**config.mk**
```make
export PLATFORM = sky130hd
export DESIGN_NAME = double_ended_queue_core
export DESIGN_NICKNAME = d
export VERILOG_FILES = /design/src/deq_pkg.sv /design/src/deq_cell.sv /design/src/double_ended_queue_core.sv
export SDC_FILE = /design/constraint.sdc
export NUM_CORES = 1
export LEC_CHECK = 0
export BUFFER_PORTS_ARGS = -buffer_cell sky130_fd_sc_hd__buf_2
export CAP_MARGIN = 20
export CORE_MARGIN = 1
export CORE_UTILIZATION = 63
export CTS_CLUSTER_SIZE = 28
export DETAILED_ROUTE_END_ITERATION = 7
export PLACE_DENSITY_LB_ADDON = 0.08
export RECOVER_POWER = 25
export SLEW_MARGIN = 30
export SYNTH_ARGS = -nofsm -noshare
export SYNTH_HDL_FRONTEND = slang
export SYNTH_SLANG_ARGS = --single-unit
```
**constraint.sdc**
```tcl
create_clock -name clk -period 4.08 [get_ports clk]
set_input_delay 0.204 -clock clk [delete_from_list [all_inputs] [get_ports clk]]
set_output_delay 0.204 -clock clk [all_outputs]
set_load 0.02 [all_outputs]
```
**src/deq_pkg.sv**
```systemverilog
// Shared definitions for the double-ended queue: command codes, cell control
// bundle and default sizes. No dependencies.
`timescale 1ns / 1ps

package deq_pkg;

  localparam int DEQ_DEPTH      = 16;
  localparam int DEQ_WORD_WIDTH = 32;

  typedef enum logic [2:0] {
    CMD_PUSH_FRONT = 3'd0,
    CMD_PUSH_BACK  = 3'd1,
    CMD_POP_FRONT  = 3'd2,
    CMD_POP_BACK   = 3'd3,
    CMD_PEEK_FRONT = 3'd4,
    CMD_PEEK_BACK  = 3'd5
  } deq_cmd_t;

  // Broadcast to every cell for one accepted item
  typedef struct packed {
    logic shift_in;   // push front: whole row moves one cell toward the back
    logic shift_out;  // pop front: whole row moves one cell toward the front
    logic append;     // push back: first empty cell loads the word
    logic remove;     // pop back: last occupied cell drops its entry
  } deq_ctl_t;

endpackage

```
**src/deq_cell.sv**
```systemverilog
// One storage cell of the queue row: a word and its valid bit.
// Trades data with its two neighbors under the shared control bundle.
// Depends on deq_pkg.
`timescale 1ns / 1ps

module deq_cell
  import deq_pkg::*;
#(
  parameter int WORD_WIDTH = DEQ_WORD_WIDTH
) (
  input  logic                  clk,
  input  logic                  rst_n,
  input  deq_ctl_t              ctl,
  input  logic [WORD_WIDTH-1:0] in_word,
  input  logic [WORD_WIDTH-1:0] left_data,
  input  logic                  left_valid,
  input  logic [WORD_WIDTH-1:0] right_data,
  input  logic                  right_valid,
  output logic [WORD_WIDTH-1:0] data,
  output logic                  valid,
  output logic                  is_last
);

  logic [WORD_WIDTH-1:0] data_r, data_nxt;
  logic                  valid_r, valid_nxt;

  assign is_last = valid_r & ~right_valid;

  always_comb begin
    data_nxt  = data_r;
    valid_nxt = valid_r;
    if (ctl.shift_in) begin
      data_nxt  = left_data;
      valid_nxt = left_valid;
    end else if (ctl.shift_out) begin
      data_nxt  = right_data;
      valid_nxt = right_valid;
    end else if (ctl.append && !valid_r && left_valid) begin
      data_nxt  = in_word;
      valid_nxt = 1'b1;
    end else if (ctl.remove && is_last) begin
      valid_nxt = 1'b0;
    end
  end

  always_ff @(posedge clk) begin
    if (!rst_n) begin
      valid_r <= 1'b0;
    end else begin
      valid_r <= valid_nxt;
    end
  end

  always_ff @(posedge clk) begin
    data_r <= data_nxt;
  end

  assign data  = data_r;
  assign valid = valid_r;

endmodule

```
**src/double_ended_queue_core.sv**
```systemverilog
// Double-ended queue built as a row of cells, front held in cell 0.
// The result is registered and appears in the cycle after the item is accepted.
// Throughput: one item per cycle while the output is not stalled; the front
// word comes from cell 0, the back word from an AND-OR across the cells' last-entry flags.
// Reset clears all cell valid bits, the count and the output valid; no
// clearing pass is needed. Depends on deq_pkg and deq_cell.
`timescale 1ns / 1ps

module double_ended_queue_core
  import deq_pkg::*;
#(
  parameter int DEPTH      = DEQ_DEPTH,
  parameter int WORD_WIDTH = DEQ_WORD_WIDTH
) (
  input  logic                         clk,
  input  logic                         rst_n,
  input  logic                         in_valid,
  output logic                         in_stall,
  input  logic [2:0]                   in_command,
  input  logic [WORD_WIDTH-1:0]        in_value,
  output logic                         out_valid,
  input  logic                         out_stall,
  output logic [WORD_WIDTH-1:0]        out_result_value,
  output logic                         out_has_value,
  output logic                         out_push_refused,
  output logic [$clog2(DEPTH+1)-1:0]   out_occupancy,
  output logic                         out_is_empty
);

  localparam int CNT_W = $clog2(DEPTH+1);

  logic [DEPTH-1:0]      cell_valid;
  logic [DEPTH-1:0]      cell_last;
  logic [WORD_WIDTH-1:0] cell_data [DEPTH];

  logic                  in_fire;
  logic                  full, empty;
  deq_ctl_t              ctl;
  logic                  found, refused;
  logic [WORD_WIDTH-1:0] res_word;
  logic [WORD_WIDTH-1:0] back_word;
  logic [CNT_W-1:0]      cnt_r, cnt_nxt;

  logic                  out_valid_r;
  logic [WORD_WIDTH-1:0] res_word_r;
  logic                  found_r, refused_r, empty_r;
  logic [CNT_W-1:0]      occ_r;

  assign in_stall = out_valid_r & out_stall;
  assign in_fire  = in_valid & ~in_stall;
  assign full     = cell_valid[DEPTH-1];
  assign empty    = ~cell_valid[0];

  // Back end: exactly one cell flags itself last when the row is non-empty
  always_comb begin
    back_word = '0;
    for (int i = 0; i < DEPTH; i++) begin
      back_word = back_word | ({WORD_WIDTH{cell_last[i]}} & cell_data[i]);
    end
  end

  always_comb begin
    ctl      = '0;
    found    = 1'b0;
    refused  = 1'b0;
    res_word = '0;
    cnt_nxt  = cnt_r;
    case (deq_cmd_t'(in_command))
      CMD_PUSH_FRONT, CMD_PUSH_BACK: begin
        if (full) begin
          refused = 1'b1;
        end else begin
          ctl.shift_in = (deq_cmd_t'(in_command) == CMD_PUSH_FRONT);
          ctl.append   = (deq_cmd_t'(in_command) == CMD_PUSH_BACK);
          cnt_nxt      = cnt_r + CNT_W'(1);
        end
      end
      CMD_POP_FRONT, CMD_PEEK_FRONT: begin
        if (!empty) begin
          found         = 1'b1;
          res_word      = cell_data[0];
          ctl.shift_out = (deq_cmd_t'(in_command) == CMD_POP_FRONT);
          if (deq_cmd_t'(in_command) == CMD_POP_FRONT) begin
            cnt_nxt = cnt_r - CNT_W'(1);
          end
        end
      end
      CMD_POP_BACK, CMD_PEEK_BACK: begin
        if (!empty) begin
          found      = 1'b1;
          res_word   = back_word;
          ctl.remove = (deq_cmd_t'(in_command) == CMD_POP_BACK);
          if (deq_cmd_t'(in_command) == CMD_POP_BACK) begin
            cnt_nxt = cnt_r - CNT_W'(1);
          end
        end
      end
      default: begin
      end
    endcase
    if (!in_fire) begin
      ctl     = '0;
      cnt_nxt = cnt_r;
    end
  end

  for (genvar i = 0; i < DEPTH; i++) begin : g_cell
    logic [WORD_WIDTH-1:0] l_data, r_data;
    logic                  l_valid, r_valid;
    if (i == 0) begin : g_head
      assign l_data  = in_value;
      assign l_valid = 1'b1;
    end else begin : g_mid
      assign l_data  = cell_data[i-1];
      assign l_valid = cell_valid[i-1];
    end
    if (i == DEPTH-1) begin : g_tail
      assign r_data  = '0;
      assign r_valid = 1'b0;
    end else begin : g_body
      assign r_data  = cell_data[i+1];
      assign r_valid = cell_valid[i+1];
    end

    deq_cell #(
      .WORD_WIDTH (WORD_WIDTH)
    ) u_cell (
      .clk         (clk),
      .rst_n       (rst_n),
      .ctl         (ctl),
      .in_word     (in_value),
      .left_data   (l_data),
      .left_valid  (l_valid),
      .right_data  (r_data),
      .right_valid (r_valid),
      .data        (cell_data[i]),
      .valid       (cell_valid[i]),
      .is_last     (cell_last[i])
    );
  end

  always_ff @(posedge clk) begin
    if (!rst_n) begin
      cnt_r       <= '0;
      out_valid_r <= 1'b0;
    end else begin
      cnt_r <= cnt_nxt;
      if (in_fire) begin
        out_valid_r <= 1'b1;
      end else if (!out_stall) begin
        out_valid_r <= 1'b0;
      end
    end
  end

  always_ff @(posedge clk) begin
    if (in_fire) begin
      res_word_r <= res_word;
      found_r    <= found;
      refused_r  <= refused;
      occ_r      <= cnt_nxt;
      empty_r    <= (cnt_nxt == '0);
    end
  end

  assign out_valid        = out_valid_r;
  assign out_result_value = res_word_r;
  assign out_has_value    = found_r;
  assign out_push_refused = refused_r;
  assign out_occupancy    = occ_r;
  assign out_is_empty     = empty_r;

  // Count tracks the occupied cells
  a_cnt_matches: assert property (@(posedge clk) disable iff (!rst_n)
    cnt_r == CNT_W'($countones(cell_valid)))
    else $error("count differs from occupied cells");

  // Occupied cells form one run starting at cell 0
  a_packed: assert property (@(posedge clk) disable iff (!rst_n)
    (cell_valid & (cell_valid + 1'b1)) == '0)
    else $error("occupied cells not packed toward the front");

  a_one_last: assert property (@(posedge clk) disable iff (!rst_n)
    $onehot0(cell_last))
    else $error("more than one cell flags itself last");

  a_flags_excl: assert property (@(posedge clk) disable iff (!rst_n)
    out_valid_r |-> !(found_r && refused_r))
    else $error("item both returned a word and refused a push");

  a_refused_hold: assert property (@(posedge clk) disable iff (!rst_n)
    (in_fire && full && (in_command == CMD_PUSH_FRONT || in_command == CMD_PUSH_BACK))
    |=> (cnt_r == $past(cnt_r)))
    else $error("refused push changed the count");

endmodule

```
Word level (Yosys, flattened, before mapping)
Index checks and enable logic that the tools add are counted.
{"block": "word_totals", "wordCells": 347, "mem_count": 0, "rom_bits": 0, "latchBits": 0, "mem_bits_rw": 0, "ff_bits": 574}
{"block": "op_classes", "n_reduce_logical": 101, "n_mux": 135, "n_bitwise": 64, "add_sub_neg": 2, "shifts": 0, "multipliers": 0, "eq_ne": 6, "n_div": 0, "magnitude_cmp": 0}
{"operator": "32-bit 2-to-1 mux", "n": 50}
{"operator": "32-bit AND", "n": 16}
{"operator": "32-bit OR", "n": 15}
{"operator": "1-bit 2-to-1 mux", "n": 76}
{"operator": "32-bit one-hot mux with 2 select lines", "n": 1}
{"operator": "4-bit nonzero test", "n": 16}
{"operator": "3-bit nonzero test", "n": 16}
{"operator": "1-bit logical AND", "n": 47}
{"operator": "5-bit 2-to-1 mux", "n": 6}
{"operator": "1-bit AND", "n": 17}
{"operator": "1-bit logical NOT", "n": 16}
{"operator": "1-bit NOT", "n": 16}
{"operator": "5-bit one-hot mux with 3 select lines", "n": 1}
{"operator": "3-bit by 2-bit == test with 1-bit output, second input constant", "n": 2}
{"operator": "3-bit == test, second input constant", "n": 2}
{"operator": "2-bit OR reduction", "n": 3}
{"operator": "5-bit by 1-bit adder with 5-bit output, second input constant", "n": 1}
{"operator": "5-bit logical NOT", "n": 1}
{"operator": "5-bit by 1-bit subtractor with 5-bit output, second input constant", "n": 1}
{"operator": "4-bit 2-to-1 mux", "n": 1}
{"operator": "4-bit OR reduction", "n": 1}
{"operator": "3-bit by 1-bit == test with 1-bit output, second input constant", "n": 1}
{"operator": "3-bit logical NOT", "n": 1}
{"operator": "2-bit by 1-bit inequality test with 1-bit output, second input constant", "n": 1}

Longest topological paths before layout
{"block": "depth", "ltp_word": 20, "ltp_mapped": 9}

Hierarchy
From an unflattened synthesis, not the netlist that was laid out.
{"block": "unflattened", "cells_unflattened": 2970, "area_unflattened_um2": 32891.5}
{"mod": "deq_cell", "instances": 16, "seq_area_each_um2": 980.9, "cells_each": 150, "area_per_inst_um2": 1745.4}
{"mod": "double_ended_queue_core", "instances": 1, "seq_area_each_um2": 1321.3, "cells_each": 570, "area_per_inst_um2": 4964.8}

Least setup slack after synthesis
OpenSTA, ideal clock, no wires.
{"block": "synth_path", "kind": "input-to-reg", "startpoint": "in in_command[1]", "endpoint": "reg g_cell[8].u_cell.valid_r", "path_buffers": 1, "cell_stages": 6, "arrival_time_ns": 3.236, "slack_ns": 0.717, "path_cell_list": "buf_2 -> nor3b_2 -> or3b_2 -> a21oi_1 -> a211o_1 -> a21oi_1"}
{"block": "synth_between", "elab_chain_cells": 9, "elab_cells_between_ends": 25}
{"item": "from (decl)", "line_no": "double_ended_queue_core.sv:19", "rtl": "input logic [2:0] in_command,"}
{"item": "3-bit by 1-bit == test with 1-bit output or 3-bit logical NOT (tied branches)", "line_no": "double_ended_queue_core.sv:68, double_ended_queue_core.sv:74, double_ended_queue_core.sv:73"}
{"item": "1-bit 2-to-1 mux or 2-bit OR reduction (tied branches)", "line_no": "double_ended_queue_core.sv:70, double_ended_queue_core.sv:68"}
{"item": "1-bit 2-to-1 mux", "line_no": "double_ended_queue_core.sv:68", "rtl": "case (deq_cmd_t'(in_command))"}
{"item": "4-bit 2-to-1 mux (*)", "line_no": "double_ended_queue_core.sv:101", "rtl": "if (!in_fire) begin"}
{"item": "1-bit logical AND (2 in a row)", "line_no": "deq_cell.sv:38", "rtl": "end else if (ctl.append && !valid_r && left_valid) begin"}
{"item": "1-bit 2-to-1 mux", "line_no": "deq_cell.sv:38"}
{"item": "1-bit 2-to-1 mux", "line_no": "deq_cell.sv:35", "rtl": "end else if (ctl.shift_out) begin"}
{"item": "1-bit 2-to-1 mux", "line_no": "deq_cell.sv:32", "rtl": "if (ctl.shift_in) begin"}
{"item": "to (signal assigned)", "line_no": "deq_cell.sv:50", "rtl": "valid_r <= valid_nxt;"}
{"item": "to (decl)", "line_no": "deq_cell.sv:25", "rtl": "logic valid_r, valid_nxt;"}
Every way passes the cells marked *; elsewhere a longest branch is shown, timed or not.
A chain may end at the register's enable or synchronous reset.

Worst setup path in the final report
{"block": "layout_path", "startpoint": "reg g_cell[15].u_cell.valid_r", "endpoint": "reg g_cell[4].u_cell.data_r[7] (enable)"}
{"block": "layout_between", "elab_chain_cells": 6, "elab_cells_between_ends": 8}
{"item": "from (decl)", "line_no": "deq_cell.sv:25"}
{"item": "from (signal assigned)", "line_no": "deq_cell.sv:50"}
{"item": "1-bit 2-to-1 mux", "line_no": "double_ended_queue_core.sv:70", "rtl": "if (full) begin"}
{"item": "1-bit 2-to-1 mux", "line_no": "double_ended_queue_core.sv:68"}
{"item": "4-bit 2-to-1 mux (*)", "line_no": "double_ended_queue_core.sv:101"}
{"item": "1-bit logical AND (2 in a row)", "line_no": "deq_cell.sv:38"}
{"item": "3-bit nonzero test (no source line) (*)"}
{"item": "to (signal assigned)", "line_no": "deq_cell.sv:55", "rtl": "data_r <= data_nxt;"}
{"item": "to (decl)", "line_no": "deq_cell.sv:24", "rtl": "logic [WORD_WIDTH-1:0] data_r, data_nxt;"}
Marked as above.

==> impl_metrics.py <==
metrics = {
    "placement": {
        "place.detailed.hpwl_mm": 52.25,
        "placed_cell_area_um2": 29480,
        "numPlacedInstances": 3081,
        "preCtsSetupSlack_ns": 1.211,
        "io_buffers": 80,
        "place.gp.congestion": 0.9081,
    },
    "finish": {
        "design.final.nets": 2628,
        "insertedDiodeCount": 0,
        "layout.core_utilization": 0.7112,
        "n_fill_cell": 3203,
        "syn_to_final_growth_pct": 11.26,
        "fin_cells": 3228,
        "post_route_cells_drive_above_1_share": 0.1005,
        "stdcell_area_um2": 31520,
    },
    "sta": {
        "setup_slack_ns": 0.6539,
        "finalMaxSlewViolations": 0,
        "post-route-min-period_ns": 3.426,
        "whs_ns": 0.1220,
        "finalHoldViolations": 0,
        "rsz0062_at_grt": "false",
        "worst_slew_pin_slew_ns": 1.463,
        "final_period_utilization": 0.8397,
        "report.final.setup_viol": 0,
        "worst_clock_skew_ns": 0.01913,
        "max_slew_margin": 0.02437,
        "clock.fmax_mhz": 291.9,
        "tns_ns": 0,
    },
    "setup_path": {
        "critPathArrivalTime_ns": 3.65,
        "regToRegEndpoint": "g_cell[4].u_cell.data[7]",
        "worst_setup_path_start_kind": "flip-flop",
        "criticalPathCategory": "reg -> reg",
        "rrSetupSlack_ns": 0.65,
        "timing.critical_path.fanout_max": 21,
        "crit_reg_reg_startpoint": "g_cell[15].u_cell.valid",
        "critical_path_required_ns": 4.30,
        "r2r.worst_path.cells": 5,
        "worst_setup_path_end_kind": "flip-flop",
    },
    "route": {
        "detail-route-antenna-nets": 0,
        "routedWlPerCell_um": 28.89,
        "dr.first_iter.drc_count": 4317,
        "drc_errors": 7,
        "drt_pass1_iterations": 8,
        "postRouteWirelength_mm": 93.25,
        "drt-vias-per-instance": 7.310,
        "detailroute.via_count": 23597,
    },
    "synth": {
        "synth.most_common_cell": "nand2_1",
        "ys_top_cells_by_area": "edfxtp_1 59%, a22oi_1 18%, nand2_1 9.4%",
        "synth_top_flop_cell": "edfxtp_1",
        "mapped_nets": 2609,
        "async_reset_ff_frac": 0,
        "synth-seq-cells": 574,
        "yosys.area.top_type_share": 0.5851,
        "syn_area_um2": 28330,
        "yosysTopAreaCell": "edfxtp_1",
        "netlist_top_cells_count": "711 x nand2_1, 696 x a22oi_1, 552 x edfxtp_1",
        "synth_seq_area_share": 0.6007,
        "yosys.cell_types.count": 53,
        "number_of_enable_flip_flop_cells_after_synthesis": 552,
        "synthesis.instances": 2566,
        "syn-mean-instance-area_um2": 11.04,
        "yosys_warnings": 0,
    },
    "status": {
        "violations": "design-rule violations",
        "status": "finished with violations",
    },
    "die": {
        "floorplan.die_area_um2": 45820,
        "floorplan.die.width_um": 214.1,
        "starting_density": 0.6392,
        "io_pins": 81,
        "die_height_um": 214.1,
        "placement_rows": 77,
        "fp.coreArea_um2": 44320,
    },
    "pwr": {
        "worst_ir_drop_vdd_mv": 0.3688,
        "total_power_mw": 13.06,
        "power_density_nw_per_um2": 414.3,
        "power.leakage_nw": 11.06,
    },
    "run": {
        "max_cap_violations": 0,
    },
    "grt": {
        "antenna_found_initial": 0,
        "grt.overflow.total": 0,
        "grt_first_pass_wirelength_mm": 137.9,
        "globalRouteTotalUtil": 0.3984,
        "grt_start_max_net_pins": 166,
        "via_count_of_the_first_global_routing_pass": 22208,
    },
    "min_path": {
        "hp-class": "in -> reg",
        "min-delay-start": "in_command[2]",
        "whs_path_depth": 4,
        "hold-path-endpoint": "out_has_value",
    },
    "clock_tree": {
        "cts_buffers": 59,
        "tritoncts_sinks": 574,
        "clock_latency_ns": 0.63,
        "clock_tree_from_tritoncts": "built",
        "clk_transition_reported_paths_ns": 0.06,
        "cts_max_path_buffers": 3,
        "clock-root-buffer": "clkbuf_16",
        "cts_max_level": 2,
    },
}
## worst max-delay path, cell delays in order (launching register included)
cell and delay (ns):
dfxtp_1 0.62, or2_0 0.38, a211o_1 0.45, buf_4 0.26
a21oi_1 0.20, clkbuf_1 1.08
## placed cells by master, fill, tap and decap left out, types with 16 or more instances in the layout
master,n
a21boi_0,19
a21oi_1,17
a22oi_1,696
buf_12,16
buf_2,38
buf_4,54
clkbuf_1,61
clkbuf_16,60
dfxtp_1,21
dlygate4sd3_1,35
edfxtp_1,552
nand2_1,711
nand2_2,29
nand4_1,40
o21ai_0,31
o31ai_1,21
## where the power goes
| part | internal [mW] | total (mW) | switching, mW |
|---|---|---|---|
| Sequential | 6.64 | 6.75 | 0.112 |
| Clock | 2.98 | 5.31 | 2.34 |
| Combinational | 0.294 | 0.992 | 0.698 |
## routing by layer
metal | global-route usage | share of wire | vias up
li1 | - | - | 9910
met1 | 0.5403 | 0.35 | 11145
met5 | 0 | 0 | -
met4 | 0.2043 | 0.061 | 0
met2 | 0.6042 | 0.44 | 2114
met3 | 0.09305 | 0.15 | 428
## registers in the layout (all words and copies together), names as in the netlist
name,count
g_cell.u_cell.valid,16
g_cell.u_cell.data,512
out_result_value,32
out_is_empty,1
cnt_r,5
out_has_value,1
out_occupancy,5
out_push_refused,1
out_valid,1
## repair_timing
item | CTS | global route
setup buffers | 0 | 0
gates resized for setup | 0 | 0
hold endpoints to repair | 34 | 0
hold buffers | 35 | 0
## worst max-delay path by stage
stage	depth (start not counted)	start	end
detailed placement	8	in_command[1]	g_cell[0].u_cell.data[17]
finish	5	g_cell[15].u_cell.valid	g_cell[4].u_cell.data[7]
global placement	7	in_command[0]	g_cell[15].u_cell.data[17]
global route	5	g_cell[15].u_cell.valid	g_cell[4].u_cell.data[9]
CTS	7	g_cell[15].u_cell.valid	g_cell[12].u_cell.data[24]
floorplan	6	in_command[1]	g_cell[8].u_cell.valid
## logic make-up (layout without fill, tap and decap cells)
kind of cell / Yosys count / after routing / synth area share
buffers and inverters: 249 / 319 / 0.04156
adders and majority gates: 4 / 4 / 0.001767
and+or+nand+nor: 883 / 883 / 0.1327
DFF: 574 / 574 / 0.6007
AOI/OAI and AO/OA: 856 / 856 / 0.2233
## area by class of cell
class / count / area (um2) / area share
repair buffers: 196 / 1471 / 0.04668
clock inverters: 37 / 287.8 / 0.009130
well taps: 592 / 740.7 / 0.02350
inverters: 11 / 41.29 / 0.001310
multi-input cells: 1743 / 10380 / 0.3294
flip-flops and latches: 574 / 17020 / 0.5399
clock buffers: 75 / 1578 / 0.05006
Note: power is estimated with default switching activity, not from simulation.
